`src/sv/zsbw_pkg.sv`:
```
// ============================================================================
// zsbw_pkg
// Shared codes and constants for the zlib stored-block wrapper.
// ============================================================================
package zsbw_pkg;

    // Input item kinds, carried on s_tuser
    localparam logic [1:0] KIND_START  = 2'd0;
    localparam logic [1:0] KIND_DATA   = 2'd1;
    localparam logic [1:0] KIND_FINISH = 2'd2;

    // zlib header (CMF, FLG) and stored-block header byte (BFINAL, BTYPE 00)
    localparam logic [7:0] ZLIB_CMF     = 8'h78;
    localparam logic [7:0] ZLIB_FLG     = 8'h01;
    localparam logic [7:0] STORED_FINAL = 8'h01;

    // Adler-32 modulus
    localparam logic [16:0] ADLER_MOD = 17'd65521;

    // Beat index of the last result for each emitting kind
    localparam logic [2:0] START_LAST_BEAT  = 3'd6;
    localparam logic [2:0] FINISH_LAST_BEAT = 3'd3;

endpackage

```
`src/sv/zlib_stored_block_wrapper.sv`:
```
// ============================================================================
// zlib_stored_block_wrapper
// Wraps a payload byte run as one uncompressed zlib stream with an Adler-32
// trailer, sent most significant byte first.
// ============================================================================
//
//  channel  dir  tdata                 tuser                  tlast
//  -------  ---  --------------------  ---------------------  -----------------
//  s_*      in   [7:0] data_byte       [1:0] kind             -
//  m_*      out  [7:0] out_byte        [0] length_error       run_last
//  cfg_*    in   [15:0] block_length   -                      -
//
//  A payload byte takes one cycle: it is accepted every cycle while the output
//  side keeps taking results. A start transaction is sent by the emit stage as
//  7 result beats, a finish transaction as 4; the beat counter of that stage
//  steps through them. Dropped bytes and unused kinds produce nothing. Sums and
//  counts update at acceptance. Reset clears the configuration, control and
//  running state with the Adler low sum at one; no clearing pass. The output
//  register holds its result under m_tready low while the emit stage keeps one item in waiting.
//
module zlib_stored_block_wrapper
(
    input  logic        clk,
    input  logic        rst_n,

    input  logic        cfg_wr_en,
    input  logic [15:0] cfg_wr_data,   // [15:0] block_length

    input  logic        s_tvalid,
    output logic        s_tready,
    input  logic [7:0]  s_tdata,       // [7:0] data_byte
    input  logic [1:0]  s_tuser,       // [1:0] kind

    output logic        m_tvalid,
    input  logic        m_tready,
    output logic [7:0]  m_tdata,       // [7:0] out_byte
    output logic        m_tlast,
    output logic        m_tuser        // [0] length_error
);

    // Configuration and running state
    logic [15:0] block_length_reg;
    logic [15:0] sum_low_reg,  sum_low_next;
    logic [15:0] sum_high_reg, sum_high_next;
    logic [16:0] bytes_seen_reg;
    logic        overflow_seen_reg;

    // Emit stage: one accepted item waiting to be sent as result beats
    logic        pend_valid_reg;
    logic [1:0]  pend_kind_reg;
    logic [31:0] pend_data_reg;
    logic        pend_err_reg;
    logic [2:0]  beat_reg;

    // Output register
    logic        m_tvalid_reg;
    logic [7:0]  m_tdata_reg;
    logic        m_tlast_reg;
    logic        m_tuser_reg;

    logic        out_free;
    logic        pend_last;
    logic        emit;
    logic        accept;
    logic        overrun;
    logic        len_err;
    logic [16:0] low_sum;
    logic [16:0] high_sum;
    logic [7:0]  beat_byte;

    assign out_free = !m_tvalid_reg || m_tready;
    assign emit     = pend_valid_reg && out_free;
    assign s_tready = !pend_valid_reg || (pend_last && out_free);
    assign accept   = s_tvalid && s_tready;

    assign overrun  = bytes_seen_reg >= {1'b0, block_length_reg};
    assign len_err  = overflow_seen_reg || (bytes_seen_reg != {1'b0, block_length_reg});

    // Adler-32 update: each partial sum stays below twice the modulus
    always_comb
    begin
        low_sum = {1'b0, sum_low_reg} + {9'd0, s_tdata};
        if (low_sum >= zsbw_pkg::ADLER_MOD)
        begin
            low_sum = low_sum - zsbw_pkg::ADLER_MOD;
        end
        sum_low_next = low_sum[15:0];
        high_sum = {1'b0, sum_high_reg} + {1'b0, sum_low_next};
        if (high_sum >= zsbw_pkg::ADLER_MOD)
        begin
            high_sum = high_sum - zsbw_pkg::ADLER_MOD;
        end
        sum_high_next = high_sum[15:0];
    end

    // Select the byte for the current beat
    always_comb
    begin
        beat_byte = 8'h00;
        pend_last = 1'b0;
        unique case (pend_kind_reg)
            zsbw_pkg::KIND_START:
            begin
                pend_last = (beat_reg == zsbw_pkg::START_LAST_BEAT);
                case (beat_reg)
                    3'd0:    beat_byte = zsbw_pkg::ZLIB_CMF;
                    3'd1:    beat_byte = zsbw_pkg::ZLIB_FLG;
                    3'd2:    beat_byte = zsbw_pkg::STORED_FINAL;
                    3'd3:    beat_byte = pend_data_reg[7:0];
                    3'd4:    beat_byte = pend_data_reg[15:8];
                    3'd5:    beat_byte = ~pend_data_reg[7:0];
                    default: beat_byte = ~pend_data_reg[15:8];
                endcase
            end
            zsbw_pkg::KIND_FINISH:
            begin
                pend_last = (beat_reg == zsbw_pkg::FINISH_LAST_BEAT);
                case (beat_reg[1:0])
                    2'd0:    beat_byte = pend_data_reg[31:24];
                    2'd1:    beat_byte = pend_data_reg[23:16];
                    2'd2:    beat_byte = pend_data_reg[15:8];
                    default: beat_byte = pend_data_reg[7:0];
                endcase
            end
            default:
            begin
                // payload byte passes through as a single beat
                pend_last = 1'b1;
                beat_byte = pend_data_reg[7:0];
            end
        endcase
    end

    // Configuration register
    always_ff @(posedge clk or negedge rst_n)
    begin
        if (!rst_n)
        begin
            block_length_reg <= 16'd0;
        end
        else if (cfg_wr_en)
        begin
            block_length_reg <= cfg_wr_data;
        end
    end

    // Running state, updated as each transaction is accepted
    always_ff @(posedge clk or negedge rst_n)
    begin
        if (!rst_n)
        begin
            sum_low_reg       <= 16'd1;
            sum_high_reg      <= 16'd0;
            bytes_seen_reg    <= 17'd0;
            overflow_seen_reg <= 1'b0;
        end
        else if (accept)
        begin
            case (s_tuser)
                zsbw_pkg::KIND_START:
                begin
                    sum_low_reg       <= 16'd1;
                    sum_high_reg      <= 16'd0;
                    bytes_seen_reg    <= 17'd0;
                    overflow_seen_reg <= 1'b0;
                end
                zsbw_pkg::KIND_DATA:
                begin
                    if (overrun)
                    begin
                        // drop the byte and remember it
                        overflow_seen_reg <= 1'b1;
                    end
                    else
                    begin
                        sum_low_reg    <= sum_low_next;
                        sum_high_reg   <= sum_high_next;
                        bytes_seen_reg <= bytes_seen_reg + 17'd1;
                    end
                end
                default:
                begin
                end
            endcase
        end
    end

    // Emit stage control; a new transaction replaces the finishing one
    always_ff @(posedge clk or negedge rst_n)
    begin
        if (!rst_n)
        begin
            pend_valid_reg <= 1'b0;
            beat_reg       <= 3'd0;
        end
        else if (accept)
        begin
            beat_reg <= 3'd0;
            case (s_tuser)
                zsbw_pkg::KIND_START:  pend_valid_reg <= 1'b1;
                zsbw_pkg::KIND_FINISH: pend_valid_reg <= 1'b1;
                zsbw_pkg::KIND_DATA:   pend_valid_reg <= !overrun;
                default:               pend_valid_reg <= 1'b0;
            endcase
        end
        else if (emit)
        begin
            beat_reg <= beat_reg + 3'd1;
            if (pend_last)
            begin
                pend_valid_reg <= 1'b0;
            end
        end
    end

    // Emit stage payload: snapshot of what the beats will carry
    always_ff @(posedge clk)
    begin
        if (accept)
        begin
            pend_kind_reg <= s_tuser;
            pend_err_reg  <= len_err;
            case (s_tuser)
                zsbw_pkg::KIND_START:  pend_data_reg <= {16'd0, block_length_reg};
                zsbw_pkg::KIND_FINISH: pend_data_reg <= {sum_high_reg, sum_low_reg};
                default:               pend_data_reg <= {24'd0, s_tdata};
            endcase
        end
    end

    // Output register
    always_ff @(posedge clk or negedge rst_n)
    begin
        if (!rst_n)
        begin
            m_tvalid_reg <= 1'b0;
        end
        else if (out_free)
        begin
            m_tvalid_reg <= pend_valid_reg;
        end
    end

    always_ff @(posedge clk)
    begin
        if (emit)
        begin
            m_tdata_reg <= beat_byte;
            m_tlast_reg <= pend_last;
            m_tuser_reg <= pend_last && (pend_kind_reg == zsbw_pkg::KIND_FINISH)
                           && pend_err_reg;
        end
    end

    assign m_tvalid = m_tvalid_reg;
    assign m_tdata  = m_tdata_reg;
    assign m_tlast  = m_tlast_reg;
    assign m_tuser  = m_tuser_reg;

endmodule

```
`config.mk`:
```
export PLATFORM = sky130hd
export DESIGN_NAME = zlib_stored_block_wrapper
export DESIGN_NICKNAME = d
export VERILOG_FILES = /design/src/sv/zsbw_pkg.sv /design/src/sv/zlib_stored_block_wrapper.sv
export SDC_FILE = /design/constraint.sdc
export NUM_CORES = 1
export LEC_CHECK = 0
export ABC_AREA = 0
export BUFFER_PORTS_ARGS = -buffer_cell sky130_fd_sc_hd__buf_4
export CORE_MARGIN = 2
export CORE_UTILIZATION = 30
export CTS_CLUSTER_SIZE = 16
export DETAILED_ROUTE_END_ITERATION = 10
export HOLD_SLACK_MARGIN = 0.03
export PLACE_DENSITY = 0.43
export SETUP_SLACK_MARGIN = 0.1
export SLEW_MARGIN = 30
export SYNTH_ARGS = -nofsm -noshare
export SYNTH_HDL_FRONTEND = slang
export SYNTH_SLANG_ARGS = --single-unit
```
`constraint.sdc`:
```
create_clock -name clk -period 6.55 [get_ports clk]
set_input_delay 0.655 -clock clk [delete_from_list [all_inputs] [get_ports clk]]
set_output_delay 0.655 -clock clk [all_outputs]
set_load 0.01 [all_outputs]
```
# ---- Word level (Yosys, flattened, before mapping)
# Cells that the tools add are included.
dict set report classes {
  order_cmp 3
  reduce_logical 23
  n_mux 21
  n_eq_ne 14
  addsub 6
  bitwise_logic 2
}
# operator n
set ops {}
lappend ops {{16-bit 2-to-1 mux} 4}
lappend ops {{16-bit case mux with 2 select lines} 2}
lappend ops {{32-bit case mux with 2 select lines} 1}
lappend ops {{8-bit case mux with 5 select lines} 1}
lappend ops {{17-bit by 16-bit >= comparator with 1-bit output, second input constant} 2}
lappend ops {{17-bit case mux with 2 select lines} 1}
lappend ops {{16-bit subtractor, second input constant} 2}
lappend ops {{8-bit case mux with 3 select lines} 1}
lappend ops {{16-bit by 16-bit adder with 17-bit output} 1}
lappend ops {{16-bit by 8-bit adder with 17-bit output} 1}
lappend ops {{17-bit by 1-bit adder with 17-bit output, second input constant} 1}
lappend ops {{17-bit by 16-bit >= comparator with 1-bit output} 1}
lappend ops {{17-bit 2-to-1 mux} 1}
lappend ops {{17-bit by 16-bit inequality test with 1-bit output} 1}
lappend ops {{8-bit NOT} 2}
lappend ops {{8-bit case mux with 2 select lines} 1}
lappend ops {{3-bit == test, second input constant} 3}
lappend ops {{2-bit == test, second input constant} 3}
lappend ops {{3-bit by 2-bit == test with 1-bit output, second input constant} 2}
lappend ops {{2-bit logical NOT} 3}
lappend ops {{3-bit 2-to-1 mux} 2}
lappend ops {{1-bit case mux with 2 select lines} 3}
lappend ops {{3-bit AND reduction} 2}
lappend ops {{2-bit nonzero test} 3}
lappend ops {{11 further kinds} 25}
dict set report totals {
  regBits 116
  output_inout_bits 12
}

# ---- Logic depth before layout (Yosys ltp)
dict set report depth {
  ltp_word 8
  ltp_mapped 24
  depth_no_buf 23
}

# ---- Least setup slack after synthesis
# Ideal clock, no wire load.
dict set report synth_timing {
  kind {input to register}
  from {input s_tdata[0]}
  to {register sum_high_reg[1]}
  setup_ps 122
  setup_slack_ps 189
  arrival_ps 6240
  stages 21
  path_buffers 0
  path_cell_list {ha_1 -> fa_1 -> a21o_1 -> and4_1 -> o211a_1 -> o211ai_1 -> xor2_1 -> or4_4 -> o21bai_4 -> mux2i_1 -> inv_1 -> ha_1 -> a21o_1 -> a221oi_2 -> xnor2_2 -> and3_2 -> o2111ai_2 -> nor4_4 -> a41oi_4 -> or2_0 -> a32o_1}
}
dict set report synth_via {
  elab_chain_cells 8
  word_cells_on_any_way 10
  classes_between {add/sub: 4; order compare: 2; mux: 4}
}
# item line
set synth_rtl {}
lappend synth_rtl {{start: declaration} zlib_stored_block_wrapper.sv:31} ;# input logic [7:0] s_tdata,
lappend synth_rtl {{16-bit by 8-bit adder with 17-bit output (*)} zlib_stored_block_wrapper.sv:82} ;# low_sum = {1'b0, sum_low_reg} + {9'd0, s_tdata};
lappend synth_rtl {{16-bit subtractor or 17-bit by 16-bit >= comparator with 1-bit output (tied branches)} {zlib_stored_block_wrapper.sv:85, zlib_stored_block_wrapper.sv:83}}
lappend synth_rtl {{16-bit 2-to-1 mux (*)} zlib_stored_block_wrapper.sv:83} ;# if (low_sum >= zsbw_pkg::ADLER_MOD)
lappend synth_rtl {{16-bit by 16-bit adder with 17-bit output (*)} zlib_stored_block_wrapper.sv:88} ;# high_sum = {1'b0, sum_high_reg} + {1'b0, sum_low_next};
lappend synth_rtl {{16-bit subtractor or 17-bit by 16-bit >= comparator with 1-bit output (tied branches)} {zlib_stored_block_wrapper.sv:91, zlib_stored_block_wrapper.sv:89}}
lappend synth_rtl {{16-bit 2-to-1 mux (*)} zlib_stored_block_wrapper.sv:89} ;# if (high_sum >= zsbw_pkg::ADLER_MOD)
lappend synth_rtl {{16-bit 2-to-1 mux (*)} zlib_stored_block_wrapper.sv:169} ;# if (overrun)
lappend synth_rtl {{16-bit case mux with 2 select lines (*)} zlib_stored_block_wrapper.sv:159} ;# case (s_tuser)
lappend synth_rtl {{end signal: assignment} zlib_stored_block_wrapper.sv:177} ;# sum_high_reg <= sum_high_next;
lappend synth_rtl {{end: declaration} zlib_stored_block_wrapper.sv:44} ;# logic [15:0] sum_high_reg, sum_high_next;
# Mark *: on every way between the ends. The rest lies on a longest branch, timed or not. The select of a mux whose other input is x is not followed.
# A chain may end at the register's enable or synchronous reset.

# ---- Final worst setup path
dict set report layout_timing {
  from {register sum_low_reg[0]}
  to {register sum_high_reg[1]}
}
dict set report layout_via {
  elab_chain_cells 8
  word_cells_on_any_way 10
  classes_between {add/sub: 4; order compare: 2; mux: 4}
}
# item line
set layout_rtl {}
lappend layout_rtl {{start: declaration} zlib_stored_block_wrapper.sv:43} ;# logic [15:0] sum_low_reg, sum_low_next;
lappend layout_rtl {{start signal: assignment} zlib_stored_block_wrapper.sv:176} ;# sum_low_reg <= sum_low_next;
lappend layout_rtl {{16-bit by 8-bit adder with 17-bit output (*)} zlib_stored_block_wrapper.sv:82}
lappend layout_rtl {{16-bit subtractor or 17-bit by 16-bit >= comparator with 1-bit output (tied branches)} {zlib_stored_block_wrapper.sv:85, zlib_stored_block_wrapper.sv:83}}
lappend layout_rtl {{16-bit 2-to-1 mux (*)} zlib_stored_block_wrapper.sv:83}
lappend layout_rtl {{16-bit by 16-bit adder with 17-bit output (*)} zlib_stored_block_wrapper.sv:88}
lappend layout_rtl {{16-bit subtractor or 17-bit by 16-bit >= comparator with 1-bit output (tied branches)} {zlib_stored_block_wrapper.sv:91, zlib_stored_block_wrapper.sv:89}}
lappend layout_rtl {{16-bit 2-to-1 mux (*)} zlib_stored_block_wrapper.sv:89}
lappend layout_rtl {{16-bit 2-to-1 mux (*)} zlib_stored_block_wrapper.sv:169}
lappend layout_rtl {{16-bit case mux with 2 select lines (*)} zlib_stored_block_wrapper.sv:159}
# Marks and branches as above.

==> qor.txt <==
# setup viols final - 0
Finished Core Util - 35.8%
H-tree Lvls - 4
Rows - 60
Net Count, Synth - 974
Pins Over Slew Limit - 0
fin cells - 1303
routed length per placed instance - 18.2 um
vias in the first global route - 6749
Final period util - 93.4%
Buffers on Ports - 42
DRT iter0 DRCs - 558
grt ovf - 0
Inserted Diodes - 0
R2R setup slack - 0.43 ns
max reg flops - 32
pre-CTS setup slack - -0.0190 ns
startpoint types - flop
most common cell after layout, fill and taps aside - nand2_1
syn_area_per_cell - 9.09 sq um
total wire length - 23700 um
Pre-antenna DRT Iters - 5
clock insertion delay at the later pin of the skew report - 0.44 ns
CTS Buf Count - 17
prevailing post-synth register cell - dfrtp_1
Reg2Reg Launch Point - sum_low_reg[0]
status - complete, no violations
Top-Level Pins - 43
Detail Placement HPWL - 18100 um
post-synth cell types - 78
Tot GR Track Use - 17.7%
Die Area - 0.0283 sq mm
Routed Antenna Nets - 0
FFs w/ async S/R, synth - 61.2%
Hold Violations, Final - 0
initial antenna violation count - 0
Area Growth Syn to Fin - 18.5%
number of remaining DRC errors - 0
layout cells sized above 1 - 16.0%
CP endpoint kind - flop
Synthesis Warnings - 0
Worst Path Required - 6.85 ns
RSZ-0062 raised after global routing - false
routed vias - 6796
worst min-delay path class - input pin to asynchronous set/reset pin
final worst slack - 0.432 ns
Reg clk slew, reported paths - 0.08 ns
leak pwr - 4.19 nW
Core ar. - 0.0267 sq mm
EDFF count, synth - 45
Seq cells post-synth - 116
Max Fanout on Critical Path - 7
Worst Skew - 0.0289 ns
Pwr Density - 443 mW/mm^2
post-synthesis sequential area ratio - 38.7%
Critical Path Start - sum_low_reg[0]
global-route wire length before repair - 39000 um
crit path DAT - 6.42 ns
worst-margin pin slew - 0.840 ns
most frequent cells in the layout - nand2_1 (113), buf_4 (85), dfrtp_1 (70)
max-cap violations - 0
Power, Total - 4.24 mW
CTS tree - done
Final #Nets - 1034
Slew headroom - 44.0%
min Tclk post-route - 6.12 ns
synthesized area - 0.00808 sq mm
f_max - 0.163 GHz
VDD IR max - 0.000263 V
Mapped Cells - 889
Root Driver - clkbuf_16
routed vias/inst - 5.22
largest net degree at the start of global routing - 60
# hold bufs at CTS - 0
die height - 168 um
clock buffer depth - 2
DP Cell Count - 1269
GP Congestion - 0.832
starting density of the core - 30.2%
die width - 168 um
TritonCTS Sinks - 116
crit path kind - flop to flop
==> worst max-delay path: stages, from the launching register on <==
cell and delay [ns]:
dfstp_2 0.38, ha_1 0.21, fa_1 0.41, a21o_1 0.21
and4_1 0.22, o211a_1 0.24, o211ai_1 0.26, xor2_1 0.14
or4_4 0.58, o21bai_4 0.27, nand2b_1 0.10, xnor2_1 0.20
ha_1 0.32, a21o_1 0.23, a221o_1 0.37, a221o_1 0.37
a31oi_2 0.24, xor2_2 0.25, nor4_4 0.07, buf_4 0.17
a41oi_4 0.25, buf_4 0.19, nand2_1 0.06, a32o_1 0.25
==> per-layer routing <==
layer	part of all wire (%)	vias up	GRT usage [%]
li1	-	3402	-
met1	52	3268	26.1
met2	45	112	27.4
met3	2.5	14	2.54
met4	0.95	0	4.24
met5	0	-	0
==> final timing paths <==
path,cells after the start,endpoint
setup / recovery,23,sum_high_reg[1]
hold / removal,1,block_length_reg[3]
setup reg to reg,23,sum_high_reg[1]
hold reg to reg,1,m_tvalid
max in group asynchronous,2,sum_high_reg[15]
min in group clk,3,block_length_reg[3]
==> kinds of logic after synthesis <==
logic type	Yosys count	synth area share [%]
simple gates	349	21.8
compound gates	233	19.8
flops	116	38.7
buf+inv	75	3.65
fa+ha+maj	54	8.55
xor+xnor	38	4.40
mux	24	3.00
==> synthesized netlist by cell type, types with 18 or more instances <==
library cell    n  share of area (%)
nor2_1         59                2.7
a21oi_1        42                2.6
ha_1           52                8.1
mux2i_1        22                2.7
dfrtp_1        70                 22
and2_1         27                2.1
o21ai_0        69                4.3
edfxtp_1       45                 17
nand2_1       113                5.2
nor3_1         18                1.1
xnor2_1        19                2.1
clkbuf_1       34                1.6
inv_1          31                1.4
nand3_1        32                2.0
==> final cells by class <==
type | count | area, sq um
clock buffer | 17 | 425
clock inverter | 15 | 125
fill | 2761 | 17100
inverter | 31 | 116
multi-input combinational | 698 | 4720
sequential | 116 | 3130
tap | 341 | 427
timing repair buffer | 85 | 638
==> per-stage QoR <==
stage	TNS, ns	hold slack (ns)	area, sq um
after floorplan	0	0.359	8080
after global placement	0	0.452	8960
after detailed placement	-0.0213	0.468	8970
after CTS	0	0.0477	9520
after global routing	0	0.0456	9580
final	0	0.0482	9580
==> where the power goes <==
group	leakage, nW	total [mW]	switching (mW)	internal, mW
Clock	0.270	0.882	0.388	0.494
Sequential	1.36	1.06	0.150	0.910
Combinational	2.56	2.30	1.33	0.967
Total	4.19	4.24	1.87	2.37
==> repair_timing <==
item | in CTS | in global routing
setup buffers | 0 | 2
setup endpoints to repair | 0 | 15
gates resized for setup | 0 | 8
No activity file was read; power rests on OpenSTA's default activity.
